<file path="config.mk">
export PLATFORM = sky130hd
export DESIGN_NAME = calendar_date_day_offset
export DESIGN_NICKNAME = d
export VERILOG_FILES = /design/src/hdl/cdo_pkg.sv /design/src/hdl/cdo_step_unit.sv /design/src/hdl/calendar_date_day_offset.sv
export SDC_FILE = /design/constraint.sdc
export NUM_CORES = 1
export LEC_CHECK = 0
export BUFFER_PORTS_ARGS = -buffer_cell sky130_fd_sc_hd__buf_2
export CAP_MARGIN = 25
export CORE_ASPECT_RATIO = 1.75
export CORE_MARGIN = 5
export CORE_UTILIZATION = 60
export CTS_BUF_LIST = sky130_fd_sc_hd__clkbuf_16
export CTS_CLUSTER_DIAMETER = 80
export DETAILED_ROUTE_END_ITERATION = 12
export GPL_ROUTABILITY_DRIVEN = 0
export PLACE_DENSITY = 0.92
export SYNTH_ARGS = -nofsm -noshare
export SYNTH_HDL_FRONTEND = slang
export SYNTH_SLANG_ARGS = --single-unit
</file>
<file path="constraint.sdc">
create_clock -name clk -period 7.9 [get_ports clk]
set_clock_uncertainty 0.05 [all_clocks]
set_input_delay 1.58 -clock clk [delete_from_list [all_inputs] [get_ports clk]]
set_output_delay 1.58 -clock clk [all_outputs]
set_load 0.02 [all_outputs]
</file>
<file path="src/hdl/cdo_pkg.sv">
`timescale 1ns / 1ps
// ----------------------------------------------------------------------------
// cdo_pkg
// Shared constants, types and calendar helpers for the date offset block.
// ----------------------------------------------------------------------------
package cdo_pkg;

  localparam int OFFSET_BITS_DEF = 16;
  localparam int YEAR_IN_W       = 14;
  localparam int YEAR_OUT_W      = 15;
  localparam int MONTH_W         = 4;
  localparam int DAY_W           = 5;
  localparam int YMOD_W          = 9;
  localparam int MONTHS_PER_YEAR = 12;
  localparam int LEAP_CYCLE      = 400;
  localparam int YEAR_MIN        = 1;
  localparam int YEAR_MAX        = 9999;

  localparam logic [MONTH_W-1:0] MON_JAN = MONTH_W'(1);
  localparam logic [MONTH_W-1:0] MON_FEB = MONTH_W'(2);
  localparam logic [MONTH_W-1:0] MON_DEC = MONTH_W'(MONTHS_PER_YEAR);

  typedef struct packed {
    logic done;
    logic year_inc;
    logic year_dec;
  } cdo_step_t;

  // leap test on the year taken mod 400
  function automatic logic cdo_leap(input logic [YMOD_W-1:0] r);
    return (r[1:0] == 2'd0) &&
           (r != YMOD_W'(100)) && (r != YMOD_W'(200)) && (r != YMOD_W'(300));
  endfunction

  function automatic logic [DAY_W-1:0] cdo_month_len(input logic [MONTH_W-1:0] m,
                                                     input logic leap);
    logic [DAY_W-1:0] n;
    case (m)
      MON_FEB:                   n = leap ? DAY_W'(29) : DAY_W'(28);
      4'd4, 4'd6, 4'd9, 4'd11:   n = DAY_W'(30);
      default:                   n = DAY_W'(31);
    endcase
    return n;
  endfunction

endpackage

</file>
<file path="src/hdl/cdo_step_unit.sv">
`timescale 1ns / 1ps
// ----------------------------------------------------------------------------
// cdo_step_unit
// One month of the walk: a shared compare-subtract on the remaining count
// decides between absorbing it in the month and crossing into the next one
// (forward) or the previous one (backward).
module cdo_step_unit #(
  parameter int OFFSET_BITS = cdo_pkg::OFFSET_BITS_DEF
) (
  input  logic                         direction,
  input  logic [OFFSET_BITS-1:0]       left,
  input  logic [cdo_pkg::MONTH_W-1:0]  month,
  input  logic [cdo_pkg::DAY_W-1:0]    day,
  input  logic [cdo_pkg::YMOD_W-1:0]   ymod,
  output logic [OFFSET_BITS-1:0]       left_next,
  output logic [cdo_pkg::MONTH_W-1:0]  month_next,
  output logic [cdo_pkg::DAY_W-1:0]    day_next,
  output logic [cdo_pkg::YMOD_W-1:0]   ymod_next,
  output cdo_pkg::cdo_step_t           status
);

  logic [cdo_pkg::DAY_W-1:0]   md;
  logic [cdo_pkg::DAY_W:0]     sub;
  logic [OFFSET_BITS:0]        diff;
  logic [cdo_pkg::YMOD_W-1:0]  ymod_prev;
  logic [cdo_pkg::MONTH_W-1:0] month_prev;

  assign md   = cdo_pkg::cdo_month_len(month, cdo_pkg::cdo_leap(ymod));
  assign sub  = direction ? {1'b0, day}
                          : ({1'b0, md} - {1'b0, day} + (cdo_pkg::DAY_W+1)'(1));
  assign diff = {1'b0, left} - (OFFSET_BITS+1)'(sub);

  assign ymod_prev  = (ymod == '0) ? cdo_pkg::YMOD_W'(cdo_pkg::LEAP_CYCLE - 1)
                                   : ymod - cdo_pkg::YMOD_W'(1);
  assign month_prev = (month == cdo_pkg::MON_JAN) ? cdo_pkg::MON_DEC
                                                  : month - cdo_pkg::MONTH_W'(1);

  always_comb begin
    left_next       = left;
    month_next      = month;
    day_next        = day;
    ymod_next       = ymod;
    status.done     = 1'b0;
    status.year_inc = 1'b0;
    status.year_dec = 1'b0;
    if (left == '0) begin
      status.done = 1'b1;
    end else if (diff[OFFSET_BITS]) begin
      // count ends inside this month
      status.done = 1'b1;
      left_next   = '0;
      day_next    = direction ? day - left[cdo_pkg::DAY_W-1:0]
                              : day + left[cdo_pkg::DAY_W-1:0];
    end else begin
      left_next = diff[OFFSET_BITS-1:0];
      if (!direction) begin
        day_next = cdo_pkg::DAY_W'(1);
        if (month == cdo_pkg::MON_DEC) begin
          month_next      = cdo_pkg::MON_JAN;
          status.year_inc = 1'b1;
          ymod_next       = (ymod == cdo_pkg::YMOD_W'(cdo_pkg::LEAP_CYCLE - 1))
                            ? '0 : ymod + cdo_pkg::YMOD_W'(1);
        end else begin
          month_next = month + cdo_pkg::MONTH_W'(1);
        end
      end else begin
        month_next = month_prev;
        if (month == cdo_pkg::MON_JAN) begin
          status.year_dec = 1'b1;
          ymod_next       = ymod_prev;
          day_next        = cdo_pkg::cdo_month_len(month_prev, cdo_pkg::cdo_leap(ymod_prev));
        end else begin
          day_next = cdo_pkg::cdo_month_len(month_prev, cdo_pkg::cdo_leap(ymod));
        end
      end
    end
  end

endmodule

</file>
<file path="src/hdl/calendar_date_day_offset.sv">
`timescale 1ns / 1ps
// ----------------------------------------------------------------------------
// calendar_date_day_offset
// Moves a Gregorian date forward or backward by a count of days.
// ----------------------------------------------------------------------------
// Usage:
//   Input beat (in_valid/in_stall): direction, start date, day_offset.
//   Output beat (out_valid/out_stall): result date and an out-of-range flag
//   for years outside 1..9999.
//   in_stall is high while an item is in work; one item is handled at a time.
//   After acceptance the year is reduced mod 400 by repeated subtraction, the
//   start day is clamped to the month length, then the walk crosses one month
//   per step through the shared step unit until the count is used up; a
//   closing step writes the result register.
//   The next input beat is taken only once the walk has ended.
//   The result sits in an output register; a new input beat is taken while
//   it waits. If the receiver stalls and the register is still full when the
//   next walk ends, that walk holds until the register drains.
//   rst clears the sequencer and the output valid; no result is pending.
// ----------------------------------------------------------------------------
module calendar_date_day_offset #(
  parameter int OFFSET_BITS = cdo_pkg::OFFSET_BITS_DEF
) (
  input  logic                              clk,
  input  logic                              rst,
  input  logic                              in_valid,
  output logic                              in_stall,
  input  logic                              direction,
  input  logic [cdo_pkg::YEAR_IN_W-1:0]     start_year,
  input  logic [cdo_pkg::MONTH_W-1:0]       start_month,
  input  logic [cdo_pkg::DAY_W-1:0]         start_day,
  input  logic [OFFSET_BITS-1:0]            day_offset,
  output logic                              out_valid,
  input  logic                              out_stall,
  output logic signed [cdo_pkg::YEAR_OUT_W-1:0] result_year,
  output logic [cdo_pkg::MONTH_W-1:0]       result_month,
  output logic [cdo_pkg::DAY_W-1:0]         result_day,
  output logic                              year_out_of_range
);

  localparam int YEAR_W = ((OFFSET_BITS - 8 > cdo_pkg::YEAR_IN_W) ?
                           (OFFSET_BITS - 8) : cdo_pkg::YEAR_IN_W) + 2;
  localparam int MOD_STEPS = 6;

  localparam logic [1:0] S_IDLE = 2'd0;
  localparam logic [1:0] S_MOD  = 2'd1;
  localparam logic [1:0] S_NORM = 2'd2;
  localparam logic [1:0] S_WALK = 2'd3;

  logic [1:0]                        state;
  logic [2:0]                        step;
  logic                              dir;
  logic signed [YEAR_W-1:0]          year;
  logic [cdo_pkg::YEAR_IN_W-1:0]     ymod;
  logic [cdo_pkg::MONTH_W-1:0]       month;
  logic [cdo_pkg::DAY_W-1:0]         day;
  logic [OFFSET_BITS-1:0]            left;

  logic [OFFSET_BITS-1:0]            left_next;
  logic [cdo_pkg::MONTH_W-1:0]       month_next;
  logic [cdo_pkg::DAY_W-1:0]         day_next;
  logic [cdo_pkg::YMOD_W-1:0]        ymod_next;
  cdo_pkg::cdo_step_t                status;

  logic                              in_take;
  logic                              out_free;
  logic [cdo_pkg::MONTH_W-1:0]       month_in;
  logic [cdo_pkg::YEAR_IN_W:0]       mod_diff;
  logic [cdo_pkg::DAY_W-1:0]         md_start;

  assign in_stall = (state != S_IDLE);
  assign in_take  = in_valid && !in_stall;
  assign out_free = !out_valid || !out_stall;

  assign month_in = (start_month == '0) ? cdo_pkg::MON_JAN :
                    (start_month > cdo_pkg::MON_DEC) ? cdo_pkg::MON_DEC : start_month;

  // binary long division remainder, largest multiple of 400 first
  assign mod_diff = {1'b0, ymod} -
                    ((cdo_pkg::YEAR_IN_W+1)'(cdo_pkg::LEAP_CYCLE) << step);

  assign md_start = cdo_pkg::cdo_month_len(month,
                      cdo_pkg::cdo_leap(ymod[cdo_pkg::YMOD_W-1:0]));

  cdo_step_unit #(
    .OFFSET_BITS (OFFSET_BITS)
  ) u_step (
    .direction  (dir),
    .left       (left),
    .month      (month),
    .day        (day),
    .ymod       (ymod[cdo_pkg::YMOD_W-1:0]),
    .left_next  (left_next),
    .month_next (month_next),
    .day_next   (day_next),
    .ymod_next  (ymod_next),
    .status     (status)
  );

  always_ff @(posedge clk) begin
    if (rst) begin
      state     <= S_IDLE;
      step      <= '0;
      out_valid <= 1'b0;
    end else begin
      if ((state == S_WALK) && status.done && out_free) begin
        out_valid <= 1'b1;
      end else if (out_valid && !out_stall) begin
        out_valid <= 1'b0;
      end
      case (state)
        S_IDLE: begin
          if (in_take) begin
            state <= S_MOD;
            step  <= 3'(MOD_STEPS - 1);
          end
        end
        S_MOD: begin
          if (step == '0) begin
            state <= S_NORM;
          end else begin
            step <= step - 3'd1;
          end
        end
        S_NORM: begin
          state <= S_WALK;
        end
        S_WALK: begin
          if (status.done && out_free) begin
            state <= S_IDLE;
          end
        end
        default: begin
          state <= S_IDLE;
        end
      endcase
    end
  end

  always_ff @(posedge clk) begin
    case (state)
      S_IDLE: begin
        if (in_take) begin
          dir   <= direction;
          year  <= YEAR_W'(start_year);
          ymod  <= start_year;
          month <= month_in;
          day   <= (start_day == '0) ? cdo_pkg::DAY_W'(1) : start_day;
          left  <= day_offset;
        end
      end
      S_MOD: begin
        if (!mod_diff[cdo_pkg::YEAR_IN_W]) begin
          ymod <= mod_diff[cdo_pkg::YEAR_IN_W-1:0];
        end
      end
      S_NORM: begin
        if (day > md_start) begin
          day <= md_start;
        end
      end
      S_WALK: begin
        if (!status.done) begin
          left  <= left_next;
          month <= month_next;
          day   <= day_next;
          ymod  <= cdo_pkg::YEAR_IN_W'(ymod_next);
          if (status.year_inc) begin
            year <= year + YEAR_W'(1);
          end else if (status.year_dec) begin
            year <= year - YEAR_W'(1);
          end
        end else if (out_free) begin
          result_year       <= year[cdo_pkg::YEAR_OUT_W-1:0];
          result_month      <= month_next;
          result_day        <= day_next;
          year_out_of_range <= (year < YEAR_W'(cdo_pkg::YEAR_MIN)) ||
                               (year > YEAR_W'(cdo_pkg::YEAR_MAX));
        end
      end
      default: begin
      end
    endcase
  end

endmodule

</file>
==> results.md <==
* Status: completed
* Hpwl dp at 14100 µm
* Min-delay worst type: flop to flop
* Critical path class: flop to flop
* Avg Inst Size Synth at 9.12 µm²
* Relative slew slack at 29.6%
* RSZ-0062 raised after global routing: false
* Die Ht at 151 µm
* Layout cells sized above 1 at 14.9%
* Initial antenna violation count at 0
* Wirelength, routed at 19300 µm
* Seq cells post-synth at 87
* Worst skew pair latency at 360 ps
* Hold_sp: out_valid$_SDFFE_PP0P_
* # Post-CTS Setup Buffers at 0
* Slowest stage cell, crit path: o311ai_0
* H-tree depth at 3
* Synthesized netlist cell count at 743
* Yosys cell types at 75
* CTS tree: done
* Post_cts resized at 0
* Grt ovf at 0
* Synth-to-layout area growth at 10.9%
* Leakage power at 2.89 nW
* CP Cell Sequence: nor2_1 -> nand2_1 -> o311ai_0 -> a31oi_1 -> ha_1 -> ha_1 -> inv_1 -> fa_1 -> inv_1 -> a21o_1 -> a21oi_1 -> xnor2_1 -> nand2_1 -> ha_1 -> a21oi_1 -> and2_1 -> a21oi_1 -> nor2_1 -> nand2_1 -> a21oi_2 -> buf_4
* Die Area at 13600 µm²
* Number of nets in the layout at 895
* CP Max Fanout at 17
* Pin count of the biggest net entering global routing at 49
* CP endpoint kind: flop
* Critical Path Start Type: flop
* Post-DR wirelength/cell at 20.7 µm
* Syn nets at 842
* PortBufs at 70
* Clk sinks at 87
* Crit path time final at 5780 ps
* Asr flop ratio synth at 0%
* Crit path from: ymod[4]$_DFFE_PP_
* Antenna Diode Count at 0
* Inserted Clock Buffers at 9
* I/O pin cnt at 71
* Core Region at 11100 µm²
* Worst EP required at 7880 ps
* Routed vias/inst at 6.98
* Synth Flop Type: edfxtp_1
* R2r startpoint: ymod[4]$_DFFE_PP_
* Layout Utilization at 67.7%
* Root Driver: clkbuf_16
* Max VDD drop at 0.000284 V
* Die Width at 90.3 µm
* Initial DRC count at 601
* Hold Buf Count CTS at 0
* Sequential share of the synthesized area at 37.7%
* Site Rows at 51
* Hold Vio Cnt, Final at 0
* Endpoints failing setup at 0
* Max stage delay on crit path at 620 ps
* Clock Path Buffers at 2
* Via count at 6508
* Mapped Area at 6780 µm²
* Number of remaining DRC errors at 0
* Setup TNS at 0 ps
* Final Cycle Share at 73.1%
* Vias in the first global route at 6496
* Clk slew on worst S/H paths at 60 ps
* Cell area after layout at 7520 µm²
* Gr usage total at 28.2%
* ANT nets after route at 0
* Yosys warns at 0
* First-pass GRT wire length at 31000 µm
* CP Data Arrival Time at 5760 ps
* DRT Pass-1 Iters at 10
* Slew Viols, Final at 0
* Fmax at 0.173 GHz
* Max Cap Violations at 0
* Placed cell area at 7220 µm²
* PD cells at 436 nW/µm²
* EDFF count, synth at 81
* Total power at 3.28 mW
* Initial Util at 61.0%
* Tightest Pin Transition at 1050 ps
## cell type report
type | instances | area (µm²)
Inverter | 41 | 154
Clock inverter | 6 | 70.1
Multi-Input combinational cell | 577 | 3930
Fill cell | 849 | 3590
Sequential cell | 87 | 2550
Tap cell | 132 | 165
Clock buffer | 9 | 225
Timing Repair Buffer | 80 | 423
## power by group
group | leakage [nW] | switching [mW] | internal, mW
combinational | 1.92 | 1.08 | 0.719
sequential | 0.820 | 0.281 | 0.761
clock | 0.141 | 0.191 | 0.246
total | 2.89 | 1.55 | 1.73
## kinds of logic after synthesis
logic type                 synth area share, %
and+or+nand+nor                           20.6
AOI/OAI and AO/OA                         21.9
DFF                                       37.7
buffers and inverters                     4.63
adders and majority gates                 10.5
xor gates and xnor gates                  2.58
muxes                                     2.18
## metrics by stage
stage	cells	hold WS [ps]	setup WS (ps)
after floorplan	743	374	2180
after global placement	915	468	2330
after detailed placement	916	472	2300
after CTS	931	482	2260
after global routing	932	515	1680
final	932	492	2120
## routing by layer
| layer | global-route usage (%) | share of wire, % | vias up |
|---|---|---|---|
| met2 | 52.7 | 53 | 452 |
| met3 | 5.30 | 7.2 | 130 |
| met5 | 0 | 0 | - |
| met4 | 19.1 | 7.0 | 0 |
| li1 | - | - | 2936 |
| met1 | 27.8 | 33 | 2990 |
## state kept, by name, indices dropped and copies added (netlist names)
register           flops
left                  16
year                  16
step                   3
year_out_of_range      1
out_valid              1
state                  2
result_month           4
result_year           15
dir                    1
day                    5
month                  4
ymod                  14
result_day             5
## synth_stat cells (5+ instances only)
| master | count | area, µm² |
|---|---|---|
| edfxtp_1 | 81 | 2430 |
| nor2_1 | 73 | 274 |
| nand2_1 | 69 | 259 |
| ha_1 | 52 | 651 |
| inv_1 | 41 | 154 |
| o21ai_0 | 38 | 190 |
| a21oi_1 | 36 | 180 |
| clkbuf_1 | 31 | 116 |
| nand3_1 | 26 | 130 |
| or3_1 | 21 | 131 |
| nor3_1 | 16 | 80.1 |
| a31oi_1 | 11 | 68.8 |
| o211ai_1 | 11 | 82.6 |
| a211oi_1 | 10 | 75.1 |
| nand2b_1 | 10 | 62.6 |
| o21a_1 | 10 | 75.1 |
| o31ai_1 | 10 | 75.1 |
| xnor2_1 | 10 | 87.6 |
| xor2_1 | 10 | 87.6 |
| o311ai_0 | 9 | 78.8 |
| mux2i_1 | 8 | 80.1 |
| nor2b_1 | 8 | 50.1 |
| nor4_1 | 8 | 50.1 |
| o2111ai_1 | 8 | 70.1 |
| and3_1 | 7 | 43.8 |
| dfxtp_1 | 6 | 120 |
| mux2_2 | 6 | 67.6 |
| nand4_1 | 6 | 37.5 |
| o221ai_1 | 6 | 52.6 |
| a21o_1 | 5 | 37.5 |
| nor3b_1 | 5 | 37.5 |
| o22ai_1 | 5 | 31.3 |
| or4_1 | 5 | 37.5 |
## layout by cell type, fill, tap and decap left out, types with 9 or more instances in the layout
master     Yosys  layout
o21ai_0       38      38
nand2b_1      10      10
inv_1         41      41
o21a_1        10      10
o31ai_1       10      10
a211oi_1      10      10
or3_1         21      21
o311ai_0       9       9
edfxtp_1      81      81
buf_4          0       9
clkbuf_16      0       9
ha_1          52      51
a31oi_1       11      11
nand3_1       26      26
xnor2_1       10      10
nor2_1        73      73
xor2_1        10      10
a21oi_1       36      35
buf_2          2      71
o211ai_1      11      11
nand2_1       69      69
nor3_1        16      15
## worst max-delay path, delay by kind of cell, from the launching register on
family	cells	cell delay [ps]
buf+inv	3	490
flops	1	520
simple gates	6	1250
xor+xnor	1	140
fa+ha+maj	4	1010
compound gates	7	1990
## worst paths after layout
path	to	slack [ps]	depth (start not counted)
max	result_month[1]$_DFFE_PP_	2120	21
min	out_valid$_SDFFE_PP0P_	490	2
max reg2reg	result_month[1]$_DFFE_PP_	2120	21
min reg2reg	out_valid$_SDFFE_PP0P_	490	2
(Power assumes the default switching activity.)
